File: src/sv/fac_pkg.sv
`default_nettype none
package fac_pkg;

	localparam int TABLE_SLOTS = 64;
	localparam int TIME_BITS   = 32;
	localparam int HIT_BITS    = 16;
	localparam int SLOT_BITS   = $clog2(TABLE_SLOTS);
	localparam int CNT_BITS    = $clog2(TABLE_SLOTS + 1);
	localparam int LEVELS      = 4;

	typedef struct packed {
		logic                 valid;
		logic [1:0]           sev;
		logic [TIME_BITS-1:0] first;
		logic [TIME_BITS-1:0] last;
		logic [HIT_BITS-1:0]  hits;
	} entry_t;

	typedef enum logic [2:0] {
		CMD_REPORT    = 3'd0,
		CMD_EXPIRE    = 3'd1,
		CMD_CONSUME   = 3'd2,
		CMD_CLR_LATCH = 3'd3,
		CMD_CLR_ALL   = 3'd4
	} cmd_t;

	typedef enum logic [2:0] {
		STS_OK      = 3'd0,
		STS_CLEARED = 3'd1,
		STS_NOSRC   = 3'd2,
		STS_BADLVL  = 3'd3,
		STS_DONE    = 3'd4
	} status_t;

	typedef enum logic [1:0] {
		ST_IDLE,
		ST_SEEK,
		ST_SWEEP,
		ST_FINISH
	} state_t;

	localparam logic [1:0] CFG_DISARM_THR = 2'd0;
	localparam logic [1:0] CFG_BRAKE_THR  = 2'd1;
	localparam logic [1:0] CFG_LATCH_EN   = 2'd2;
	localparam logic [1:0] CFG_TIMEOUT    = 2'd3;

endpackage
`default_nettype wire

File: src/sv/fac_cell.sv
`default_nettype none
module fac_cell (
	input  wire logic            clk,
	input  wire logic            arst_n,
	input  wire logic            clr,
	input  fac_pkg::entry_t      din,
	output fac_pkg::entry_t      dout
);
	import fac_pkg::*;

	logic   valid_q;
	entry_t data_q;

	// valid bit is control state, the rest is payload
	always_ff @(posedge clk or negedge arst_n) begin
		if (!arst_n) begin
			valid_q <= 1'b0;
		end else if (clr) begin
			valid_q <= 1'b0;
		end else begin
			valid_q <= din.valid;
		end
	end

	always_ff @(posedge clk) begin
		data_q <= din;
	end

	always_comb begin
		dout       = data_q;
		dout.valid = valid_q;
	end

endmodule
`default_nettype wire

File: src/sv/fault_table_with_latched_trips.sv
// channel | direction | handshake            | contents
// in      | in        | in_valid / in_stall  | cmd, fault_index, source_valid, severity,
//         |           |                      | fault_active, now_ticks
// out     | out       | out_valid / out_stall| status, worst_*, demands, edge, entry_*,
//         |           |                      | active_total
// cfg     | in        | cfg_valid / cfg_ready| cfg_index, cfg_data (always ready)
//
// the table is a ring of TABLE_SLOTS cells that rotates by one every cycle;
// all entry work happens at the head cell
// valid report: waits in seek until its slot reaches the head cell, then finishes
// expire: one full turn of the ring in the sweep state, then the finish state
// other cmds: finish state; one item in flight, next taken the cycle after the result
// reset clears all valid bits, level counts and latches at once, no clearing pass
// a stalled result holds the block in its finish state until taken
`default_nettype none
module fault_table_with_latched_trips (
	input  wire logic                          clk,
	input  wire logic                          arst_n,
	input  wire logic                          in_valid,
	output logic                               in_stall,
	input  wire logic [2:0]                    cmd,
	input  wire logic [5:0]                    fault_index,
	input  wire logic                          source_valid,
	input  wire logic [2:0]                    severity,
	input  wire logic                          fault_active,
	input  wire logic [31:0]                   now_ticks,
	output logic                               out_valid,
	input  wire logic                          out_stall,
	output logic [2:0]                         status,
	output logic                               worst_valid,
	output logic [1:0]                         worst_severity,
	output logic                               disarm_demand,
	output logic                               brake_demand,
	output logic                               disarm_edge,
	output logic [15:0]                        entry_hits,
	output logic [31:0]                        entry_first_seen,
	output logic [6:0]                         active_total,
	input  wire logic                          cfg_valid,
	output logic                               cfg_ready,
	input  wire logic [1:0]                    cfg_index,
	input  wire logic [31:0]                   cfg_data
);
	import fac_pkg::*;

	// configuration registers
	logic [1:0]  dis_thr_q;
	logic [1:0]  brk_thr_q;
	logic        latch_en_q;
	logic [31:0] timeout_q;

	// control
	state_t               state_q, state_d;
	logic [SLOT_BITS-1:0] head_q;
	logic [SLOT_BITS-1:0] sweep_q;

	// captured item
	logic [SLOT_BITS-1:0] slot_q;
	logic [1:0]           sev_q;
	logic                 act_q;
	logic [TIME_BITS-1:0] now_q;

	// result under construction
	status_t              status_q;
	logic                 edge_q;
	logic [HIT_BITS-1:0]  hits_q;
	logic [TIME_BITS-1:0] first_q;

	// summary state
	logic [CNT_BITS-1:0] lvl_cnt_q [LEVELS];
	logic                dis_lat_q;
	logic                brk_lat_q;
	logic                edge_seen_q;

	// output register
	logic        out_valid_q;
	status_t     out_status_q;
	logic        out_wv_q;
	logic [1:0]  out_ws_q;
	logic        out_dis_q;
	logic        out_brk_q;
	logic        out_edge_q;
	logic [15:0] out_hits_q;
	logic [31:0] out_first_q;
	logic [6:0]  out_total_q;

	// ring of cells, cell 0 is the head
	entry_t ring [TABLE_SLOTS];
	entry_t head_out;
	logic   clr_all;

	// head strobes
	logic       dec_en, inc_en;
	logic [1:0] dec_lvl, inc_lvl;
	logic       dis_set, brk_set, cap_en, fin_load;
	logic       in_acc, out_free;

	// summary views
	logic                any_dis, any_brk, cur_dis, fin_wv;
	logic [1:0]          fin_ws;
	logic [CNT_BITS+1:0] fin_total;
	logic [TIME_BITS-1:0] age;
	logic [SLOT_BITS-1:0] in_slot;

	function automatic logic any_at_or_below(input logic [3:0] nz, input logic [1:0] thr);
		logic hit;
		hit = 1'b0;
		for (int l = 0; l < LEVELS; l++) begin
			if (2'(l) <= thr && nz[l]) hit = 1'b1;
		end
		return hit;
	endfunction

	genvar k;
	generate
		for (k = 0; k < TABLE_SLOTS; k++) begin : g_cell
			if (k == TABLE_SLOTS - 1) begin : g_tail
				fac_cell u_cell (
					.clk    (clk),
					.arst_n (arst_n),
					.clr    (clr_all),
					.din    (head_out),
					.dout   (ring[k])
				);
			end else begin : g_body
				fac_cell u_cell (
					.clk    (clk),
					.arst_n (arst_n),
					.clr    (clr_all),
					.din    (ring[k+1]),
					.dout   (ring[k])
				);
			end
		end
	endgenerate

	assign in_stall  = (state_q != ST_IDLE);
	assign in_acc    = in_valid && !in_stall;
	assign out_free  = !out_valid_q || !out_stall;
	assign cfg_ready = 1'b1;
	assign clr_all   = in_acc && (cmd == CMD_CLR_ALL);
	assign in_slot   = SLOT_BITS'(32'(fault_index) % TABLE_SLOTS);
	assign age       = now_q - ring[0].last;

	// nonzero level flags feed worst level and demands
	logic [3:0] lvl_nz;
	always_comb begin
		for (int l = 0; l < LEVELS; l++) lvl_nz[l] = (lvl_cnt_q[l] != '0);
		any_dis = any_at_or_below(lvl_nz, dis_thr_q);
		any_brk = any_at_or_below(lvl_nz, brk_thr_q);
		cur_dis = latch_en_q ? (any_dis || dis_lat_q) : any_dis;
		fin_wv  = |lvl_nz;
		fin_ws  = lvl_nz[0] ? 2'd0 : lvl_nz[1] ? 2'd1 : lvl_nz[2] ? 2'd2 : lvl_nz[3] ? 2'd3 : 2'd0;
		fin_total = '0;
		for (int l = 0; l < LEVELS; l++) fin_total = fin_total + (CNT_BITS+2)'(lvl_cnt_q[l]);
	end

	// next state and head processing
	always_comb begin
		state_d  = state_q;
		head_out = ring[0];
		dec_en   = 1'b0;
		dec_lvl  = ring[0].sev;
		inc_en   = 1'b0;
		inc_lvl  = sev_q;
		dis_set  = 1'b0;
		brk_set  = 1'b0;
		cap_en   = 1'b0;
		fin_load = 1'b0;
		unique case (state_q)
			ST_IDLE: begin
				if (in_acc) begin
					if (cmd == CMD_REPORT && source_valid && severity <= 3'd3) begin
						state_d = ST_SEEK;
					end else if (cmd == CMD_EXPIRE) begin
						state_d = ST_SWEEP;
					end else begin
						state_d = ST_FINISH;
					end
				end
			end
			ST_SEEK: begin
				if (head_q == slot_q) begin
					state_d = ST_FINISH;
					if (!act_q) begin
						// clear, an empty slot stays empty
						head_out.valid = 1'b0;
						dec_en         = ring[0].valid;
					end else begin
						if (!ring[0].valid) begin
							head_out.first = now_q;
							head_out.hits  = HIT_BITS'(1);
						end else begin
							dec_en = 1'b1;
							if (ring[0].hits != '1) head_out.hits = ring[0].hits + HIT_BITS'(1);
						end
						head_out.valid = 1'b1;
						head_out.sev   = sev_q;
						head_out.last  = now_q;
						inc_en         = 1'b1;
						dis_set        = latch_en_q && (sev_q <= dis_thr_q);
						brk_set        = latch_en_q && (sev_q <= brk_thr_q);
						cap_en         = 1'b1;
					end
				end
			end
			ST_SWEEP: begin
				// wrapping age against the timeout
				if (ring[0].valid && (64'(age) > 64'(timeout_q))) begin
					head_out.valid = 1'b0;
					dec_en         = 1'b1;
				end
				if (sweep_q == SLOT_BITS'(TABLE_SLOTS - 1)) state_d = ST_FINISH;
			end
			ST_FINISH: begin
				if (out_free) begin
					fin_load = 1'b1;
					state_d  = ST_IDLE;
				end
			end
			default: state_d = ST_IDLE;
		endcase
	end

	always_ff @(posedge clk or negedge arst_n) begin
		if (!arst_n) begin
			state_q     <= ST_IDLE;
			head_q      <= '0;
			sweep_q     <= '0;
			dis_lat_q   <= 1'b0;
			brk_lat_q   <= 1'b0;
			edge_seen_q <= 1'b0;
			out_valid_q <= 1'b0;
			dis_thr_q   <= 2'd0;
			brk_thr_q   <= 2'd0;
			latch_en_q  <= 1'b1;
			timeout_q   <= 32'd1000;
			for (int l = 0; l < LEVELS; l++) lvl_cnt_q[l] <= '0;
		end else begin
			state_q <= state_d;
			head_q  <= (head_q == SLOT_BITS'(TABLE_SLOTS - 1)) ? '0 : head_q + SLOT_BITS'(1);

			if (cfg_valid && cfg_ready) begin
				unique case (cfg_index)
					CFG_DISARM_THR: dis_thr_q  <= cfg_data[1:0];
					CFG_BRAKE_THR:  brk_thr_q  <= cfg_data[1:0];
					CFG_LATCH_EN:   latch_en_q <= cfg_data[0];
					CFG_TIMEOUT:    timeout_q  <= cfg_data;
					default: ;
				endcase
			end

			if (state_q == ST_SWEEP) sweep_q <= sweep_q + SLOT_BITS'(1);
			else sweep_q <= '0;

			// level counts: at most one drop and one add per cycle
			for (int l = 0; l < LEVELS; l++) begin
				if (clr_all) begin
					lvl_cnt_q[l] <= '0;
				end else begin
					lvl_cnt_q[l] <= lvl_cnt_q[l]
						+ CNT_BITS'(inc_en && inc_lvl == 2'(l))
						- CNT_BITS'(dec_en && dec_lvl == 2'(l));
				end
			end

			if (dis_set) dis_lat_q <= 1'b1;
			if (brk_set) brk_lat_q <= 1'b1;

			if (in_acc && cmd == CMD_CONSUME) begin
				if (latch_en_q && any_dis) dis_lat_q <= 1'b1;
				edge_seen_q <= cur_dis;
			end
			if (in_acc && cmd == CMD_CLR_LATCH) begin
				dis_lat_q   <= 1'b0;
				brk_lat_q   <= 1'b0;
				edge_seen_q <= 1'b0;
			end

			if (fin_load) out_valid_q <= 1'b1;
			else if (!out_stall) out_valid_q <= 1'b0;
		end
	end

	// item capture and result payload
	always_ff @(posedge clk) begin
		if (in_acc) begin
			slot_q  <= in_slot;
			sev_q   <= severity[1:0];
			act_q   <= fault_active;
			now_q   <= TIME_BITS'(now_ticks);
			edge_q  <= (cmd == CMD_CONSUME) && cur_dis && !edge_seen_q;
			hits_q  <= '0;
			first_q <= '0;
			if (cmd == CMD_REPORT) begin
				if (!source_valid) status_q <= STS_NOSRC;
				else if (severity > 3'd3) status_q <= STS_BADLVL;
				else if (fault_active) status_q <= STS_OK;
				else status_q <= STS_CLEARED;
			end else begin
				status_q <= STS_DONE;
			end
		end
		if (cap_en) begin
			hits_q  <= head_out.hits;
			first_q <= head_out.first;
		end
		if (fin_load) begin
			out_status_q <= status_q;
			out_wv_q     <= fin_wv;
			out_ws_q     <= fin_ws;
			out_dis_q    <= dis_lat_q || any_dis;
			out_brk_q    <= brk_lat_q || any_brk;
			out_edge_q   <= edge_q;
			out_hits_q   <= 16'(hits_q);
			out_first_q  <= 32'(first_q);
			out_total_q  <= 7'(fin_total);
		end
	end

	assign out_valid        = out_valid_q;
	assign status           = out_status_q;
	assign worst_valid      = out_wv_q;
	assign worst_severity   = out_ws_q;
	assign disarm_demand    = out_dis_q;
	assign brake_demand     = out_brk_q;
	assign disarm_edge      = out_edge_q;
	assign entry_hits       = out_hits_q;
	assign entry_first_seen = out_first_q;
	assign active_total     = out_total_q;

endmodule
`default_nettype wire

File: config.mk
export PLATFORM = sky130hd
export DESIGN_NAME = fault_table_with_latched_trips
export DESIGN_NICKNAME = d
export VERILOG_FILES = /design/src/sv/fac_pkg.sv /design/src/sv/fac_cell.sv /design/src/sv/fault_table_with_latched_trips.sv
export SDC_FILE = /design/constraint.sdc
export NUM_CORES = 2
export LEC_CHECK = 0
export BUFFER_PORTS_ARGS = -buffer_cell sky130_fd_sc_hd__buf_2
export CAP_MARGIN = 20
export CORE_UTILIZATION = 45
export CTS_CLUSTER_DIAMETER = 60
export CTS_CLUSTER_SIZE = 12
export DETAILED_ROUTE_END_ITERATION = 8
export GPL_ROUTABILITY_DRIVEN = 0
export PLACE_DENSITY = 0.7
export SYNTH_ARGS = -nofsm -noshare
export SYNTH_HDL_FRONTEND = slang
export SYNTH_SLANG_ARGS = --single-unit
File: constraint.sdc
create_clock -name clk -period 15.1 [get_ports clk]
set_input_delay 3.02 -clock clk [delete_from_list [all_inputs] [get_ports clk]]
set_output_delay 3.02 -clock clk [all_outputs]
set_load 0.1 [all_outputs]
; ---- Yosys cells after proc, flatten, opt, wreduce, memory -nomap -nowiden
; Cells that the tools add are included.
[classes]
add_sub_neg = 15
mux = 130
n_eq_ne = 25
magnitude_cmp = 13
reduce_logical = 56
[op_table]
columns = op, n
row1 = 2-to-1 mux 82 bit, 2
row2 = 2-to-1 mux 1 bit, 102
row3 = 2-to-1 mux 32 bit, 3
row4 = 2-to-1 mux 83 bit, 1
row5 = 2-to-1 mux 16 bit, 4
row6 = > comparator 32 bit, 1
row7 = subtractor 32 bit, 1
row8 = adder 7 x 1 -> 7 bit, 4
row9 = logical AND 1 bit, 28
row10 = 2-to-1 mux 7 bit, 4
row11 = nonzero test 7 bit, 4
row12 = subtractor 7 x 1 -> 7 bit, 4
row13 = adder 7 bit, 3
row14 = 2-to-1 mux 2 bit, 9
row15 = "adder 16 x 1 -> 16 bit, second input constant", 1
row16 = "equality test 2 bit, second input constant", 8
row17 = "inequality test 16 bit, second input constant", 1
row18 = "adder 6 x 1 -> 6 bit, second input constant", 2
row19 = "equality test 6 bit, second input constant", 2
row20 = 2-to-1 mux 6 bit, 2
row21 = AND reduction 2 bit, 5
row22 = "equality test 2 x 1 -> 1 bit, second input constant", 4
row23 = "<= comparator 1 x 2 -> 1 bit, first input constant", 4
row24 = "<= comparator 2 bit, first input constant", 4
row25 = 19 further kinds, 36
[word_totals]
output_inout_bits = 67
reg_bits = 5552
wordCells = 593
input_bits = 85

; ---- Logic depth before layout (Yosys ltp)
[logic_depth]
depth_word = 10
mapped_depth = 31
depth_no_buf = 31

; ---- Cells and area by module
; Synthesis repeated with hierarchy kept, for this count alone.
[hier_totals]
cells_unflattened = 6743
hier_area_um2 = 122195.9
[by_module_without_submodules]
columns = module, cells_per_inst, area_per_inst_um2, seq_area_each_um2, n_inst
row1 = fac_cell, 85, 1687.9, 1666.6, 64
row2 = fault_table_with_latched_trips, 1303, 14172.3, 6800.3, 1

; ---- Worst setup path before layout
; No wires, ideal clock.
[synth_timing]
path_kind = input to register
start = in out_stall
end = reg out_total_q[0], in the netlist active_total[0], enable pin
t_arrival_ns = 7.689
required_ns = 14.517
path_stages = 1
setup_slack_ns = 6.828
path_cell_list = a21boi_0
[synth_via]
elab_chain_len = 4
[synth_rtl]
columns = item, line
row1 = from (decl), fault_table_with_latched_trips.sv:28  ; input wire logic out_stall,
row2 = zero test 1 bit, n/a
row3 = logical OR 1 bit, fault_table_with_latched_trips.sv:138  ; assign out_free = !out_valid_q || !out_stall;
row4 = 2-to-1 mux 1 bit, fault_table_with_latched_trips.sv:215  ; if (out_free) begin
row5 = 2-to-1 mux 1 bit, fault_table_with_latched_trips.sv:169  ; unique case (state_q)
row6 = to (signal assigned), fault_table_with_latched_trips.sv:316  ; out_total_q <= 7'(fin_total);
row7 = to (decl), fault_table_with_latched_trips.sv:84  ; logic [6:0] out_total_q;
; Every way passes these cells.
; A chain may end at the register's enable or synchronous reset.

; ---- Final worst setup path
[layout_timing]
start = reg now_q[0]
end = reg lvl_cnt_q[6] (netlist bit)
[layout_via]
elab_chain_len = 8
[layout_rtl]
columns = item, line
row1 = from (decl), fault_table_with_latched_trips.sv:60  ; logic [TIME_BITS-1:0] now_q;
row2 = from (signal assigned), fault_table_with_latched_trips.sv:290  ; now_q <= TIME_BITS'(now_ticks);
row3 = subtractor 32 bit, fault_table_with_latched_trips.sv:142  ; assign age = now_q - ring[0].last;
row4 = > comparator 32 bit, fault_table_with_latched_trips.sv:208  ; if (ring[0].valid && (64'(age) > 64'(timeout_q))) begin
row5 = logical AND 1 bit, fault_table_with_latched_trips.sv:208
row6 = 2-to-1 mux 1 bit, fault_table_with_latched_trips.sv:208
row7 = one-hot mux 1 bit (2 select lines), fault_table_with_latched_trips.sv:169
row8 = logical AND 1 bit, fault_table_with_latched_trips.sv:262  ; - CNT_BITS'(dec_en && dec_lvl == 2'(l));
row9 = subtractor 7 x 1 -> 7 bit, fault_table_with_latched_trips.sv:262
row10 = 2-to-1 mux 7 bit, fault_table_with_latched_trips.sv:257  ; if (clr_all) begin
row11 = "to (signal, indexed assignment)", fault_table_with_latched_trips.sv:260  ; lvl_cnt_q[l] <= lvl_cnt_q[l]
row12 = to (decl), fault_table_with_latched_trips.sv:69  ; logic [CNT_BITS-1:0] lvl_cnt_q [LEVELS];
; Every way passes these cells.

==> metrics.txt <==
post-synthesis async set-or-reset flop share 2.65%; Setup-failing EPs final 0; # hold bufs at CTS 0; fmax ~0.15 GHz; adder-cell share of the synthesized area roughly 1.5%; share of layout cells above drive strength 1 approximately 11%; antenna viol nets, final 0; total die area around 0.27 sq mm; H-tree depth 6; Sink Count 5552; final WL about 180 mm; Fin. Hold Viols 0; largest family of logic cells by synthesized area simple AND/OR/NAND/NOR gates; dominant synthesized flop cell dfxtp_1; root buffer cell clkbuf_16; Required @ worst endpoint 15.87 ns; flop2flop setup slack around 8.4 ns; Clk pin slew, worst setup/hold paths 0.06 ns; crit-path max FO 5; DR vias approximately 46k; post-CTS sizing 0; r2r endpoint lvl_cnt_q[6]; Area Growth Syn to Fin 16.5%; Final period util between 40 and 50%; skew final just over 0.04 ns; Initial Util about 45%; setup TNS 0 ns; Die Wd about 520 microns; Core Region 0.268 sq mm; DR iter-0 viols between 2k and 3k; WHS about 0.3 ns; origin of the critical flop-to-flop path now_q[0]; CTS tree built; total congestion overflow 0; crit-path max cell delay 0.64 ns; maximum VDD drop 0.185 mV; chip height 522 microns; cells on worst reg2reg path 30; antenna violations before repair 52; synthesized instance count 6719; Pleak about 57 nW; Synth Area in Compound Gates 1.34%; nets between 7k and 8k; CP startpoint now_q[0]; Skew-Pair Late Insertion Delay about 0.90 ns; Critical Path Source Type flip-flop; CTS Buf Count 541; clk buf depth 4; #FFs+latches synth about 5.6k; Slew HR 25.5%; fin crit period ~6.7 ns; Core Util, Final 52.8%; Post-Synth XOR/XNOR Area less than 1%; largest net degree at the start of global routing 84; drc violations 0; Avg Vias per Cell about 4.2; Worst Tran Pin Value approximately 1.1 ns; Worst path most repeated cell a21oi_1; First-pass DRT Iterations 8; final slew viol count 0; # rows 190; number of distinct library cells after synthesis 80; wire per inst about 17 microns; syn_nets between 6k and 7k; Synth Area in Simple Gates 1.73%; multiplexer share of the synthesized area less than 1%; GRT Overall Usage between 10% and 20%; RSZ-0062 raised after global routing no; Ys Warns 0; first-pass GRT wire length roughly 290 mm; PortBufs 150; I/O pin count ~150; Setup CP Type reg -> reg; Post-CTS Setup Inserts 0; synthesized cell area approximately 0.12 sq mm; PwrDens roughly 200 mW/mm^2; Critical-path top delay cell o21ai_1; dpl hpwl 98.3 mm; worst min path class reg -> reg; number of flops mapped to enable cells by yosys approximately 160; Avg Synthesized Cell Area 18.1 sq um; Max-Cap Viols 0; CP arrival 7.51 ns; register area share after synthesis between 90% and 100%; CP Capture Type flip-flop; vias in the first global route 50.3k; outcome finished, final reports clean; Worst setup endpoint lvl_cnt_q[6]
flip-flops by register name, indices dropped and copies added (netlist names), 2 cells and up:
register	flops
lvl_cnt_q	28
dis_thr_q	2
timeout_q	32
now_q	32
sweep_q	6
brk_thr_q	2
head_q	6
status_q	3
state_q	2
slot_q	6
g_cell.g_tail.u_cell.dout	82
status	3
worst_severity	2
g_cell.g_body.u_cell.dout	5166
hits_q	16
inc_lvl	2
entry_hits	16
g_cell.g_body.u_cell.valid_q	63
active_total	7
entry_first_seen	32
first_q	32
per-layer routing:
metal | wire [microns] | GRT usage, % | share of wire, %
met4 | 8460 | 6.96 | 4.6
met5 | 32 | 0 | 0.017
met2 | 88300 | 22.7 | 48
met3 | 7690 | 2.95 | 4.2
met1 | 78600 | 16.4 | 43
worst min path at each step:
stage / cells after the start / slack (ns) / to / from
final: 0 / 0.30 / g_cell[27].g_body.u_cell.dout[68] / g_cell[28].g_body.u_cell.dout[68]
after global routing: 0 / 0.31 / g_cell[61].g_body.u_cell.dout[77] / g_cell[62].g_body.u_cell.dout[77]
after CTS: 0 / 0.30 / g_cell[54].g_body.u_cell.dout[31] / g_cell[55].g_body.u_cell.dout[31]
after detailed placement: 0 / 0.31 / g_cell[10].g_body.u_cell.dout[78] / g_cell[11].g_body.u_cell.dout[78]
after global placement: 0 / 0.31 / g_cell[44].g_body.u_cell.dout[40] / g_cell[45].g_body.u_cell.dout[40]
after floorplan: 0 / 0.31 / g_cell[0].g_body.u_cell.dout[0] / g_cell[1].g_body.u_cell.dout[0]
metrics by stage:
stage / std cells / setup WS [ns] / area (sq um) / power, mW
after CTS: 11100 / 8.42 / 141000 / 28.8
final: 11100 / 8.36 / 141000 / 28.5
after global placement: 10400 / 8.61 / 127000 / 17.0
after detailed placement: 10400 / 8.43 / 127000 / 17.1
after global routing: 11100 / 7.91 / 141000 / 29.5
after floorplan: 6719 / 6.83 / 121000 / 16.5
placed cells by master (no fill, tap or decap), types with 10 or more instances in the layout:
cell type / Yosys / layout
a21o_1: 35 / 35
diode_2: 0 / 20
dfxtp_1: 5248 / 5248
a21oi_1: 75 / 75
dfrtp_1: 140 / 139
inv_6: 0 / 19
clkinv_8: 0 / 10
inv_1: 132 / 131
xnor2_1: 50 / 50
and2_1: 73 / 73
o21ai_0: 74 / 74
ha_1: 117 / 117
clkbuf_16: 0 / 553
nand3_1: 28 / 26
buf_2: 5 / 149
nand4_1: 20 / 20
nor2b_1: 11 / 11
mux2_2: 67 / 67
nand2_1: 94 / 93
nor2_1: 123 / 123
fa_1: 17 / 17
nor3_1: 15 / 15
mux2i_1: 35 / 35
xor2_1: 24 / 24
inv_16: 0 / 12
edfxtp_1: 157 / 157
clkbuf_1: 35 / 81
cell usage after synthesis (all sizes together) (3+ instances only):
cell | number | area [sq um]
a21o | 36 | 272
a21oi | 78 | 402
o31ai | 4 | 30.0
nor2 | 124 | 468
edfxtp | 157 | 4710
dfstp | 7 | 184
a221oi | 3 | 26.3
nand4 | 20 | 125
o31a | 4 | 36.3
nor4 | 4 | 31.3
xnor2 | 50 | 438
nor3 | 18 | 105
mux2i | 35 | 350
a21boi | 4 | 33.8
o21ai | 76 | 384
nand2 | 94 | 353
and3 | 9 | 56.3
buf | 12 | 73.8
o22ai | 3 | 25.0
a31oi | 9 | 77.6
o21a | 4 | 30.0
nor3b | 7 | 52.6
nand2b | 8 | 52.6
clkbuf | 35 | 131
dfrtp | 140 | 3500
ha | 117 | 1460
mux2 | 68 | 766
and4 | 3 | 26.3
dfxtp | 5248 | 105000
nor2b | 11 | 68.8
inv | 132 | 495
nand3 | 28 | 140
fa | 17 | 340
a211oi | 9 | 67.6
o21bai | 8 | 60.1
or3 | 8 | 50.1
xor2 | 24 | 210
and2 | 74 | 464
logic make-up (layout without fill, tap and decap cells):
| family | count (synthesis) | count (layout) |
|---|---|---|
| xor gates and xnor gates | 74 | 74 |
| adders and majority gates | 134 | 134 |
| other | 1 | 21 |
| muxes | 103 | 103 |
| and+or+nand+nor | 420 | 420 |
| AOI/OAI and AO/OA | 256 | 256 |
| buffers and inverters | 179 | 972 |
| DFF | 5552 | 5552 |
final cells by class:
cell class	count	area (sq um)
fill	20300	127000
sequential	5552	113000
clock buffer	634	14100
multi-input combinational	988	7340
tap	3552	4440
timing repair buffer	156	802
clock inverter	50	712
inverter	132	497
antenna	20	50.0
worst max-delay path: cells and delay by family (launching register included):
family / cells / cell delay [ns]
AND/OR/NAND/NOR: 7 / 1.41
AO/OA/AOI/OAI: 12 / 2.97
flip-flops: 1 / 0.39
adder cells (fa/ha/maj): 6 / 1.51
buffers and inverters: 5 / 0.32
power by group:
part / internal [mW] / total (mW) / switching, mW
logic: 0.475 / 1.60 / 1.13
registers: 15.0 / 15.2 / 0.136
clock network: 6.61 / 11.7 / 5.09
total: 22.1 / 28.5 / 6.36
Power figures use the tool's default switching activity.
